$ cat src/tuning_step_and_band_filter_select_core_defines.svh
// ----------------------------------------------------------------------------
// Tuning step and band filter select: assertion macros
// Shared concurrent assertion forms, clocked on clk with reset rst_n.
// ----------------------------------------------------------------------------
`ifndef TUNING_STEP_AND_BAND_FILTER_SELECT_CORE_DEFINES_SVH
`define TUNING_STEP_AND_BAND_FILTER_SELECT_CORE_DEFINES_SVH

// Same-cycle implication, disabled during reset
`define TSBFS_ASSERT_NOW(label, ante, cons) \
    label: assert property (@(posedge clk) disable iff (!rst_n) (ante) |-> (cons)) \
        else $error("tsbfs: same-cycle check failed");

// Next-cycle implication, disabled during reset
`define TSBFS_ASSERT_NEXT(label, ante, cons) \
    label: assert property (@(posedge clk) disable iff (!rst_n) (ante) |=> (cons)) \
        else $error("tsbfs: next-cycle check failed");

`endif

$ cat src/tsbfs_pkg.sv
// ----------------------------------------------------------------------------
// Tuning step and band filter select: package
// Item kinds, register indexes, reset values and the default filter limits.
// ----------------------------------------------------------------------------
package tsbfs_pkg;

    // Default table size
    localparam int FILTER_ENTRIES_DEF = 8;

    // Item kinds
    typedef enum logic [2:0] {
        KIND_STEP_UP   = 3'd0,
        KIND_STEP_DOWN = 3'd1,
        KIND_STEP_X10  = 3'd2,
        KIND_STEP_DIV  = 3'd3,
        KIND_SET_STEP  = 3'd4,
        KIND_TUNE      = 3'd5,
        KIND_SET_CODE  = 3'd6,
        KIND_SET_LIMIT = 3'd7
    } kind_t;

    // Configuration register indexes
    typedef enum logic [1:0] {
        CFG_FREQ_MULT   = 2'd0,
        CFG_SCREEN_MODE = 2'd1,
        CFG_LOWER_LIMIT = 2'd2,
        CFG_UPPER_LIMIT = 2'd3
    } cfg_idx_t;

    // Reset values
    localparam logic [7:0]  MULT_RST        = 8'd4;
    localparam logic [31:0] LOWER_LIMIT_RST = 32'd1800000;
    localparam logic [31:0] UPPER_LIMIT_RST = 32'd500000000;
    localparam logic [31:0] TUNED_FREQ_RST  = 32'd14070000;
    localparam logic [31:0] STEP_RST        = 32'd100;

    // Step scaling bounds
    localparam logic [31:0] STEP_MAX = 32'd1000000;
    localparam logic [31:0] STEP_MIN = 32'd1;

    // Reciprocal of ten: (x * RECIP10) >> 35 == x / 10 for any 32-bit x
    localparam logic [31:0] RECIP10       = 32'hCCCCCCCD;
    localparam int          RECIP10_SHIFT = 35;

    // Last code marker: bit 3 set means no code emitted yet
    localparam logic [3:0] CODE_NONE = 4'd8;

    // Default upper limit of a table entry
    function automatic logic [31:0] default_limit(input int idx);
        logic [31:0] lim;
        case (idx)
            0:       lim = 32'd3400000;
            1:       lim = 32'd6900000;
            2:       lim = 32'd9900000;
            3:       lim = 32'd13900000;
            4:       lim = 32'd18000000;
            5:       lim = 32'd20900000;
            6:       lim = 32'd27900000;
            default: lim = 32'd500000000;
        endcase
        return lim;
    endfunction

endpackage

$ cat src/tuning_step_and_band_filter_select_core.sv
// ----------------------------------------------------------------------------
// Tuning step and band filter select core
// Keeps tuned frequency, step size and band filter table; issues synthesizer
// drive values and filter select codes.
// ----------------------------------------------------------------------------
// One item can enter per cycle while the output is not stalled. Each taken
// item goes to an input register, then a single execute pass (step/tune,
// limit check, table search, code change, step scaling and the 40-bit drive
// multiply) that updates all state and loads the result register. The rate of
// one item per cycle is set by that pass, where each item's state update is
// combinational and is registered with the result. The input register still
// takes an item while the result register waits on a stalled output, so the
// input stalls only when both registers are full and the output is stalled. The
// configuration port is always ready; write it only while no item is in flight.
// ----------------------------------------------------------------------------
`include "tuning_step_and_band_filter_select_core_defines.svh"

module tuning_step_and_band_filter_select_core #(
    parameter int FILTER_ENTRIES = tsbfs_pkg::FILTER_ENTRIES_DEF
) (
    input  logic        clk,
    input  logic        rst_n,

    // Configuration write channel
    input  logic        cfg_valid,
    output logic        cfg_ready,
    input  logic [1:0]  cfg_index,
    input  logic [31:0] cfg_data,

    // Input items
    input  logic        in_valid,
    output logic        in_stall,
    input  logic [2:0]  kind,
    input  logic [31:0] value,
    input  logic [2:0]  entry_index,
    input  logic [2:0]  entry_code,

    // Result items
    output logic        out_valid,
    input  logic        out_stall,
    output logic [31:0] current_freq,
    output logic [39:0] drive_freq,
    output logic        drive_update,
    output logic        rejected,
    output logic [2:0]  filter_code,
    output logic        filter_update,
    output logic [31:0] step_now
);

    import tsbfs_pkg::*;

    // Configuration registers
    logic [7:0]  mult_reg;
    logic        screen_reg;
    logic [31:0] lower_reg;
    logic [31:0] upper_reg;

    // Tuning state
    logic [31:0] tuned_reg, tuned_next;
    logic [31:0] step_reg, step_next;
    logic [3:0]  last_reg, last_next;
    logic [31:0] lim_reg [FILTER_ENTRIES];
    logic [31:0] lim_next [FILTER_ENTRIES];
    logic [2:0]  sel_reg [FILTER_ENTRIES];
    logic [2:0]  sel_next [FILTER_ENTRIES];

    // Stage 1: input register
    logic        s1_vld_reg;
    kind_t       s1_kind_reg;
    logic [31:0] s1_value_reg;
    logic [2:0]  s1_idx_reg;
    logic [2:0]  s1_code_reg;

    // Stage 2: result register
    logic        s2_vld_reg;
    logic [31:0] s2_cur_reg;
    logic [39:0] s2_drive_reg;
    logic        s2_dupd_reg;
    logic        s2_rej_reg;
    logic [2:0]  s2_fcode_reg;
    logic        s2_fupd_reg;
    logic [31:0] s2_step_reg;

    // Stage flow control
    logic ld2, ld1, exec;

    // Execute stage signals
    logic [31:0]               attempt;
    logic                      in_window;
    logic [FILTER_ENTRIES-1:0] hit;
    logic                      found;
    logic [2:0]                match_code;
    logic                      idx_ok;
    logic [63:0]               div_prod;
    logic [31:0]               step_div10;
    logic [31:0]               step_x10;
    logic                      dupd, rej, fupd;

    // Handshakes
    assign ld2       = !s2_vld_reg || !out_stall;
    assign ld1       = !s1_vld_reg || ld2;
    assign exec      = s1_vld_reg && ld2;
    assign in_stall  = !ld1;
    assign cfg_ready = 1'b1;

    // Configuration writes
    always_ff @(posedge clk or negedge rst_n)
    begin
        if (!rst_n)
        begin
            mult_reg   <= MULT_RST;
            screen_reg <= 1'b0;
            lower_reg  <= LOWER_LIMIT_RST;
            upper_reg  <= UPPER_LIMIT_RST;
        end
        else if (cfg_valid && cfg_ready)
        begin
            case (cfg_idx_t'(cfg_index))
                CFG_FREQ_MULT:   mult_reg   <= cfg_data[7:0];
                CFG_SCREEN_MODE: screen_reg <= cfg_data[0];
                CFG_LOWER_LIMIT: lower_reg  <= cfg_data;
                CFG_UPPER_LIMIT: upper_reg  <= cfg_data;
                default:         mult_reg   <= mult_reg;
            endcase
        end
    end

    // Stage 1 capture
    always_ff @(posedge clk or negedge rst_n)
    begin
        if (!rst_n)
            s1_vld_reg <= 1'b0;
        else if (ld1)
            s1_vld_reg <= in_valid;
    end

    always_ff @(posedge clk)
    begin
        if (ld1 && in_valid)
        begin
            s1_kind_reg  <= kind_t'(kind);
            s1_value_reg <= value;
            s1_idx_reg   <= entry_index;
            s1_code_reg  <= entry_code;
        end
    end

    // Attempted frequency and limit window
    always_comb
    begin
        case (s1_kind_reg)
            KIND_STEP_UP:   attempt = tuned_reg + step_reg;
            KIND_STEP_DOWN: attempt = tuned_reg - step_reg;
            default:        attempt = s1_value_reg;
        endcase
    end

    assign in_window = (attempt >= lower_reg) && (attempt <= upper_reg);

    // Parallel compare against every table limit
    always_comb
    begin
        for (int i = 0; i < FILTER_ENTRIES; i++)
            hit[i] = (attempt <= lim_reg[i]);
    end

    // Priority pick: lowest matching entry wins
    always_comb
    begin
        found      = 1'b0;
        match_code = 3'd0;
        for (int i = FILTER_ENTRIES - 1; i >= 0; i--)
        begin
            if (hit[i])
            begin
                found      = 1'b1;
                match_code = sel_reg[i];
            end
        end
    end

    // Step scaling
    assign step_x10   = {step_reg[28:0], 3'b000} + {step_reg[30:0], 1'b0};
    assign div_prod   = {32'd0, step_reg} * {32'd0, RECIP10};
    assign step_div10 = {3'b000, div_prod[63:RECIP10_SHIFT]};
    assign idx_ok     = (32'(s1_idx_reg) < 32'(FILTER_ENTRIES));

    // State update for the item in stage 1
    always_comb
    begin
        tuned_next = tuned_reg;
        step_next  = step_reg;
        last_next  = last_reg;
        lim_next   = lim_reg;
        sel_next   = sel_reg;
        dupd       = 1'b0;
        rej        = 1'b0;
        fupd       = 1'b0;
        if (exec)
        begin
            if (s1_kind_reg inside {KIND_STEP_UP, KIND_STEP_DOWN, KIND_TUNE})
            begin
                dupd = in_window;
                rej  = !in_window;
                if (in_window)
                    tuned_next = attempt;
                if (found && ({1'b0, match_code} != last_reg) && !screen_reg)
                begin
                    last_next = {1'b0, match_code};
                    fupd      = 1'b1;
                end
            end
            else
            begin
                case (s1_kind_reg)
                    KIND_STEP_X10:
                    begin
                        if (step_reg < STEP_MAX)
                            step_next = step_x10;
                    end
                    KIND_STEP_DIV:
                    begin
                        if (step_reg > STEP_MIN)
                            step_next = step_div10;
                    end
                    KIND_SET_STEP:
                        step_next = s1_value_reg;
                    KIND_SET_CODE:
                    begin
                        for (int i = 0; i < FILTER_ENTRIES; i++)
                        begin
                            if (idx_ok && (32'(s1_idx_reg) == 32'(i)))
                                sel_next[i] = s1_code_reg;
                        end
                        if (idx_ok && ({1'b0, s1_code_reg} != last_reg))
                        begin
                            last_next = {1'b0, s1_code_reg};
                            fupd      = 1'b1;
                        end
                    end
                    KIND_SET_LIMIT:
                    begin
                        for (int i = 0; i < FILTER_ENTRIES; i++)
                        begin
                            if (idx_ok && (32'(s1_idx_reg) == 32'(i)))
                                lim_next[i] = s1_value_reg;
                        end
                    end
                    default:
                        step_next = step_reg;
                endcase
            end
        end
    end

    // State registers
    always_ff @(posedge clk or negedge rst_n)
    begin
        if (!rst_n)
        begin
            tuned_reg <= TUNED_FREQ_RST;
            step_reg  <= STEP_RST;
            last_reg  <= CODE_NONE;
            for (int i = 0; i < FILTER_ENTRIES; i++)
            begin
                lim_reg[i] <= default_limit(i);
                sel_reg[i] <= 3'(i);
            end
        end
        else
        begin
            tuned_reg <= tuned_next;
            step_reg  <= step_next;
            last_reg  <= last_next;
            lim_reg   <= lim_next;
            sel_reg   <= sel_next;
        end
    end

    // Stage 2 capture, drive value formed on the way in
    always_ff @(posedge clk or negedge rst_n)
    begin
        if (!rst_n)
            s2_vld_reg <= 1'b0;
        else if (ld2)
            s2_vld_reg <= s1_vld_reg;
    end

    always_ff @(posedge clk)
    begin
        if (exec)
        begin
            s2_cur_reg   <= tuned_next;
            s2_drive_reg <= {8'd0, tuned_next} * {32'd0, mult_reg};
            s2_dupd_reg  <= dupd;
            s2_rej_reg   <= rej;
            s2_fcode_reg <= last_next[3] ? 3'd0 : last_next[2:0];
            s2_fupd_reg  <= fupd;
            s2_step_reg  <= step_next;
        end
    end

    assign out_valid     = s2_vld_reg;
    assign current_freq  = s2_cur_reg;
    assign drive_freq    = s2_drive_reg;
    assign drive_update  = s2_dupd_reg;
    assign rejected      = s2_rej_reg;
    assign filter_code   = s2_fcode_reg;
    assign filter_update = s2_fupd_reg;
    assign step_now      = s2_step_reg;

    // Checks
    `TSBFS_ASSERT_NOW(a_upd_rej_excl, s2_vld_reg, !(s2_dupd_reg && s2_rej_reg))
    `TSBFS_ASSERT_NOW(a_fupd_has_code, s2_vld_reg && s2_fupd_reg, !last_reg[3])
    `TSBFS_ASSERT_NEXT(a_rej_keeps_freq, exec && rej, tuned_reg == $past(tuned_reg))
    `TSBFS_ASSERT_NOW(a_stall_when_full, in_stall, s1_vld_reg && s2_vld_reg)

endmodule
$ cat config.mk
export PLATFORM = sky130hd
export DESIGN_NAME = tuning_step_and_band_filter_select_core
export DESIGN_NICKNAME = d
export VERILOG_FILES = /design/src/tsbfs_pkg.sv /design/src/tuning_step_and_band_filter_select_core.sv
export VERILOG_INCLUDE_DIRS = /design/src /design/src/src
export SDC_FILE = /design/constraint.sdc
export NUM_CORES = 2
export LEC_CHECK = 0
export BUFFER_PORTS_ARGS = -buffer_cell sky130_fd_sc_hd__buf_4
export CORE_AREA = 5 5 362 364
export DETAILED_ROUTE_END_ITERATION = 6
export DIE_AREA = 0 0 367 369
export GPL_ROUTABILITY_DRIVEN = 0
export HOLD_SLACK_MARGIN = 0.03
export PLACE_DENSITY = 0.72
export SLEW_MARGIN = 20
export SYNTH_ARGS = -nofsm -noshare
export SYNTH_HDL_FRONTEND = slang
export SYNTH_SLANG_ARGS = --single-unit
$ cat constraint.sdc
create_clock -name clk -period 33.3 [get_ports clk]
set_input_delay 3.33 -clock clk [delete_from_list [all_inputs] [get_ports clk]]
set_output_delay 3.33 -clock clk [all_outputs]
set_load 0.02 [all_outputs]
### Word level (Yosys, flattened, before mapping)

Index checks and enable logic that the tools add are counted.

| storage, ports and cells | value |
|---|---|
| flip-flop bits (word level) | 574 |
| bits of input ports | 80 |
| output and inout bits | 113 |

| operators by class | value |
|---|---|
| $add $sub $neg | 3 |
| multipliers | 2 |
| magnitude comparators | 12 |
| equal/unequal tests | 19 |
| muxes and demuxes | 34 |
| bitwise operators | 1 |
| reductions and logical operators | 37 |

Operators by type and width:

| kind | number |
|---|---|
| 32-bit <= comparator | 9 |
| 32-bit 2-to-1 mux | 7 |
| 32-bit one-hot mux with 3 select lines | 1 |
| 32-bit adder | 2 |
| 32-bit by 32-bit multiplier with 64-bit output, second input constant | 1 |
| 32-bit one-hot mux with 2 select lines | 1 |
| 4-bit AND reduction | 16 |
| 32-bit by 8-bit multiplier with 40-bit output | 1 |
| 32-bit greater-or-equal comparator | 1 |
| 32-bit by 1-bit > comparator with 1-bit output, second input constant | 1 |
| 32-bit by 20-bit < comparator with 1-bit output, second input constant | 1 |
| 32-bit subtractor | 1 |
| 3-bit == test, second input constant | 8 |
| 3-bit 2-to-1 mux | 8 |
| 4-bit 2-to-1 mux | 5 |
| 3-bit by 2-bit == test with 1-bit output, second input constant | 4 |
| 1-bit 2-to-1 mux | 12 |
| 3-bit by 4-bit != test with 1-bit output | 2 |
| 2-bit AND reduction | 4 |
| 3-bit by 1-bit == test with 1-bit output, second input constant | 2 |
| 1-bit zero test | 6 |
| 3-bit zero test | 2 |
| 1-bit logical AND | 5 |
| 2-bit == test, second input constant | 2 |
| 5 further kinds | 6 |

### Logic depth before layout (Yosys ltp)

| logic depth | value |
|---|---|
| word-level depth | 17 |
| depth in mapped cells | 57 |
| gate-level depth less buffers | 55 |

### Worst setup path before layout

No wires, ideal clock.

| timing path | value |
|---|---|
| kind | input port to flip-flop |
| from | in out_stall |
| to | reg s2_drive_reg[39] (netlist: drive_freq[39]) (data pin) |
| library setup time | 0.260 ns |
| data arrival time | 11.711 ns |
| path slack | 21.329 ns |
| stages | 28 |
| cells stage by stage | nand2_1 nand2_1 clkinv_1 nand2_1 nor2b_1 buf_2 buf_2 mux2i_1 nor2b_1 fa_1 inv_1 fa_1 inv_1 fa_1 inv_1 fa_1 inv_1 ha_1 a21boi_0 o21ai_0 a21o_1 a31o_2 a21oi_1 o21ai_0 a311oi_1 a211o_1 a21oi_1 xnor2_1 |

| on the way | value |
|---|---|
| word-level cells in the longest chain between the ends | 5 |

RTL lines:

| element | RTL line | text |
|---|---|---|
| start, declared | tuning_step_and_band_filter_select_core.sv:40 | `input logic out_stall,` |
| 1-bit zero test | tuning_step_and_band_filter_select_core.sv:100 | `assign ld2 = !s2_vld_reg \|\| !out_stall;` |
| 1-bit logical OR | tuning_step_and_band_filter_select_core.sv:100 |  |
| 1-bit logical AND | tuning_step_and_band_filter_select_core.sv:102 | `assign exec = s1_vld_reg && ld2;` |
| net exec | tuning_step_and_band_filter_select_core.sv:85 | `logic ld2, ld1, exec;` |
| 32-bit 2-to-1 mux | tuning_step_and_band_filter_select_core.sv:199 | `if (exec)` |
| 32-bit by 8-bit multiplier with 40-bit output | tuning_step_and_band_filter_select_core.sv:294 | `s2_drive_reg <= {8'd0, tuned_next} * {32'd0, mult_reg};` |
| end signal, assigned | tuning_step_and_band_filter_select_core.sv:294 |  |
| end, declared | tuning_step_and_band_filter_select_core.sv:77 | `logic [39:0] s2_drive_reg;` |

The timed path passes the listed nets, and every way through them passes these cells.
A chain may end at the register's enable or synchronous reset.

### Final worst setup path

| timing path | value |
|---|---|
| from | reg step_reg[7] |
| to | reg s2_drive_reg[26] (netlist: drive_freq[26]) (data pin) |

| on the way | value |
|---|---|
| word-level cells in the longest chain between the ends | 8 |
| elaborated cells between the ends (all ways) | 10 |
| classes of those cells | add/sub (2); mul (1); order compare (2); mux (4); reduce/logical (1) |

RTL lines:

| element | RTL line | text |
|---|---|---|
| start, declared | tuning_step_and_band_filter_select_core.sv:60 | `logic [31:0] step_reg, step_next;` |
| start signal, assigned | tuning_step_and_band_filter_select_core.sv:273 | `step_reg <= step_next;` |
| 32-bit subtractor or 32-bit adder (tied branches) | tuning_step_and_band_filter_select_core.sv:153, tuning_step_and_band_filter_select_core.sv:152 |  |
| 32-bit one-hot mux with 2 select lines * | tuning_step_and_band_filter_select_core.sv:151 | `case (s1_kind_reg)` |
| 32-bit greater-or-equal comparator or 32-bit <= comparator (tied branches) | tuning_step_and_band_filter_select_core.sv:158 | `assign in_window = (attempt >= lower_reg) && (attempt <= upper_reg);` |
| 1-bit logical AND | tuning_step_and_band_filter_select_core.sv:158 |  |
| 32-bit 2-to-1 mux * | tuning_step_and_band_filter_select_core.sv:205 | `if (in_window)` |
| 32-bit 2-to-1 mux * | tuning_step_and_band_filter_select_core.sv:201 | `if (s1_kind_reg inside {KIND_STEP_UP, KIND_STEP_DOWN, KIND_TUNE})` |
| 32-bit 2-to-1 mux * | tuning_step_and_band_filter_select_core.sv:199 |  |
| 32-bit by 8-bit multiplier with 40-bit output * | tuning_step_and_band_filter_select_core.sv:294 |  |

Every way passes the cells marked *; elsewhere a longest branch is shown, timed or not.

==> metrics.md <==
| Metric | Value |
|---|---|
| Status | complete, but fails checks |
| Failing checks | DRC |
| Die Span X | 367 um |
| Gr usage total | 26.2% |
| Clock latency on the worst-skew pair | 690 ps |
| Avg Cell Area, Syn | 10.0 um^2 |
| Sequential share of the synthesized area | 26.3% |
| Critical path's most frequent cell | a21oi_1 |
| Area contributors post-synth | fa_1 21%, ha_1 18%, dfrtp_1 12% |
| GR peak layer | met2 |
| GR Layer Usage met1 | 33.0% |
| Number of vias per cell | 5.67 |
| Vias in the first global route | 45,900 |
| Max-cap violations | 0 |
| CP Max Fanout | 34 |
| Max reg flops | 256 |
| Reg2reg path depth | 52 |
| Synth area leader | fa_1 |
| Crit Path Class | flop to flop |
| Resized Gates After CTS | 0 |
| Drt pass-1 iters | 7 |
| Slew Viols, Final | 0 |
| Antenna violations before repair | 8 |
| Clock tree buffer depth | 3 |
| Count leader, synth | inv_1 |
| Synth unique cells | 101 |
| Site Rows | 131 |
| Core footprint | 127,000 um^2 |
| Gate Count Post-Synth | 5,810 |
| CP startpoint | step_reg[7]$_DFF_PN0_ |
| Global Route met3 Usage | 6.18% |
| Final worst-path cycle share | 41.8% |
| First-pass GRT wire length | 273 mm |
| Slew headroom | 15.3% |
| Via count | 43,900 |
| Post-synthesis register bit count | 574 |
| CP top delay family | compound AO/OA/AOI/OAI gates |
| Clk slew on worst S/H paths | 70 ps |
| Worst setup SP type | flop |
| CP Buf/Inv Count | 5 |
| Syn nets | 7,305 |
| Post-synth top area share | 20.6% |
| Effective utilization at floorplan | 45.8% |
| I/O Pins | 193 |
| Iteration-0 DRC count of the detailed router | 3,958 |
| Post-route ant nets | 0 |
| Grt total ovfl | 0 |
| Sink Count | 574 |
| Port buffer count | 191 |
| Stages on worst setup path | 52 |
| CTS tree | built |
| Fin Setup TNS | 0 ps |
| Req. time, crit path | 33,690 ps |
| Max incr delay on CP | 800 ps |
| Yosys Warn Count | 0 |
| Area Overhead vs Synth | 10.2% |
| Worst path arrival time | 14,310 ps |
| Die H | 369 um |
| Tightest Hold Check Type | flop to flop |
| Layout cells sized above 1 | 13.2% |
| Main synth FF type | dfrtp_1 |
| Fin. Hold Viols | 0 |
| Die area | 135,000 um^2 |
| CTS Hold Bufs | 0 |
| Max Clk Rate | 71.9 MHz |
| Mapped cell area | 58,200 um^2 |
| RSZ-0062 raised after global routing | no |
| Worst R2R End | drive_freq[26]$_DFFE_PP_ |
| Post-CTS Setup Inserts | 0 |
| Cell chosen for the clock root | clkbuf_16 |
| Hold_sp | sel_reg[21]$_DFFE_PN0P_ |
| Reg-to-reg startpoint | step_reg[7]$_DFF_PN0_ |
| Routed WL | 178 mm |
| Average wire per standard cell | 23.1 um |
| Ys async rst share | 73.7% |
| Tmin final | 13,920 ps |
| CP Capture Type | flop |
| Residual DRC | 10 |
| Worst setup path endpoint | drive_freq[26]$_DFFE_PP_ |
| Post-synth EDFFs | 151 |
| Pin count of the biggest net entering global routing | 79 |
| Worst-Margin Slew | 1260 ps |
| Setup-failing EPs final | 0 |
| Clock Skew | 54.9 ps |
| Post-synth top cells | 1,200 x inv_1, 818 x ha_1, 597 x fa_1 |
| Final Net Count | 7,515 |
| HPWL Detailed | 139 mm |
| Final Util | 50.4% |
| Grt met2 use | 42.1% |
| H-tree Lvls | 2 |
| Reg2Reg Setup Slack | 19,380 ps |
| Worst path slowest cell | mux2i_1 |
| CTS Buf Count | 59 |
## logic make-up after synthesis
family,Yosys count,synth area share [%]
flops,574,26.3
fa+ha+maj,1415,38.1
mux,227,4.36
other cells,1,0.00645
xor+xnor,140,2.11
compound gates,984,10.7
buf+inv,1346,8.72
simple gates,1123,9.69
## area by class of cell
class                           instances  area, um^2
Antenna cell                            7        17.5
Clock buffer                           79        1650
Clock inverter                         33         384
Fill cell                           11200       62900
Inverter                             1201        4510
Multi-Input combinational cell       3890       37900
Sequential cell                       574       15300
Tap cell                             1662        2080
Timing Repair Buffer                  294        2230
## worst min path at each step
stage / end / cells past startpoint
after floorplan: sel_reg[22]$_DFFE_PN0P_ / 2
after global placement: sel_reg[22]$_DFFE_PN0P_ / 2
after detailed placement: sel_reg[22]$_DFFE_PN0P_ / 2
after CTS: sel_reg[22]$_DFFE_PN0P_ / 2
after global routing: lim_reg[225]$_DFFE_PN0P_ / 1
final: sel_reg[21]$_DFFE_PN0P_ / 2
## through the flow
step           cell area [um^2]  worst slack [ps]  hold WS, ps  instances
2_1_floorplan             58200             21330          444       5810
3_3_place_gp              62000             19860          467       7620
3_5_place_dp              62000             19660          471       7620
4_1_cts                   64000             19570          491       7732
5_1_grt                   64100             18290          512       7738
6_report                  64100             19380          492       7740
## metal layers
layer | routed length, um | vias to the layer above
met5 | 13 | -
met4 | 11900 | 2
met3 | 17200 | 584
met2 | 80900 | 2071
met1 | 68400 | 21600
li1 | - | 19600
## worst min-delay path, stage by stage (launching register included)
cell     delay, ps
dfrtp_1        350
nand2_1         50
o21ai_0         60
## layout by cell type (no fill, tap or decap), drive strengths merged, types with 13 or more instances in the layout
cell type,count
a211oi,38
a21boi,15
a21o,95
a21oi,242
a221oi,13
a22oi,18
a31oi,15
and2,63
and3,30
and4,13
buf,294
clkbuf,79
dfrtp,289
dfstp,134
edfxtp,151
fa,597
ha,818
inv,1209
mux2,203
mux2i,24
nand2,412
nand2b,43
nand3,65
nand4,79
nor2,145
nor2b,171
nor3,40
o211ai,19
o21a,38
o21ai,337
o21bai,28
o31ai,16
xnor2,100
xor2,40
Power is left out: the tool's default activity adds up to more than one toggle a clock period on the data nets, which glitch-free logic cannot reach.
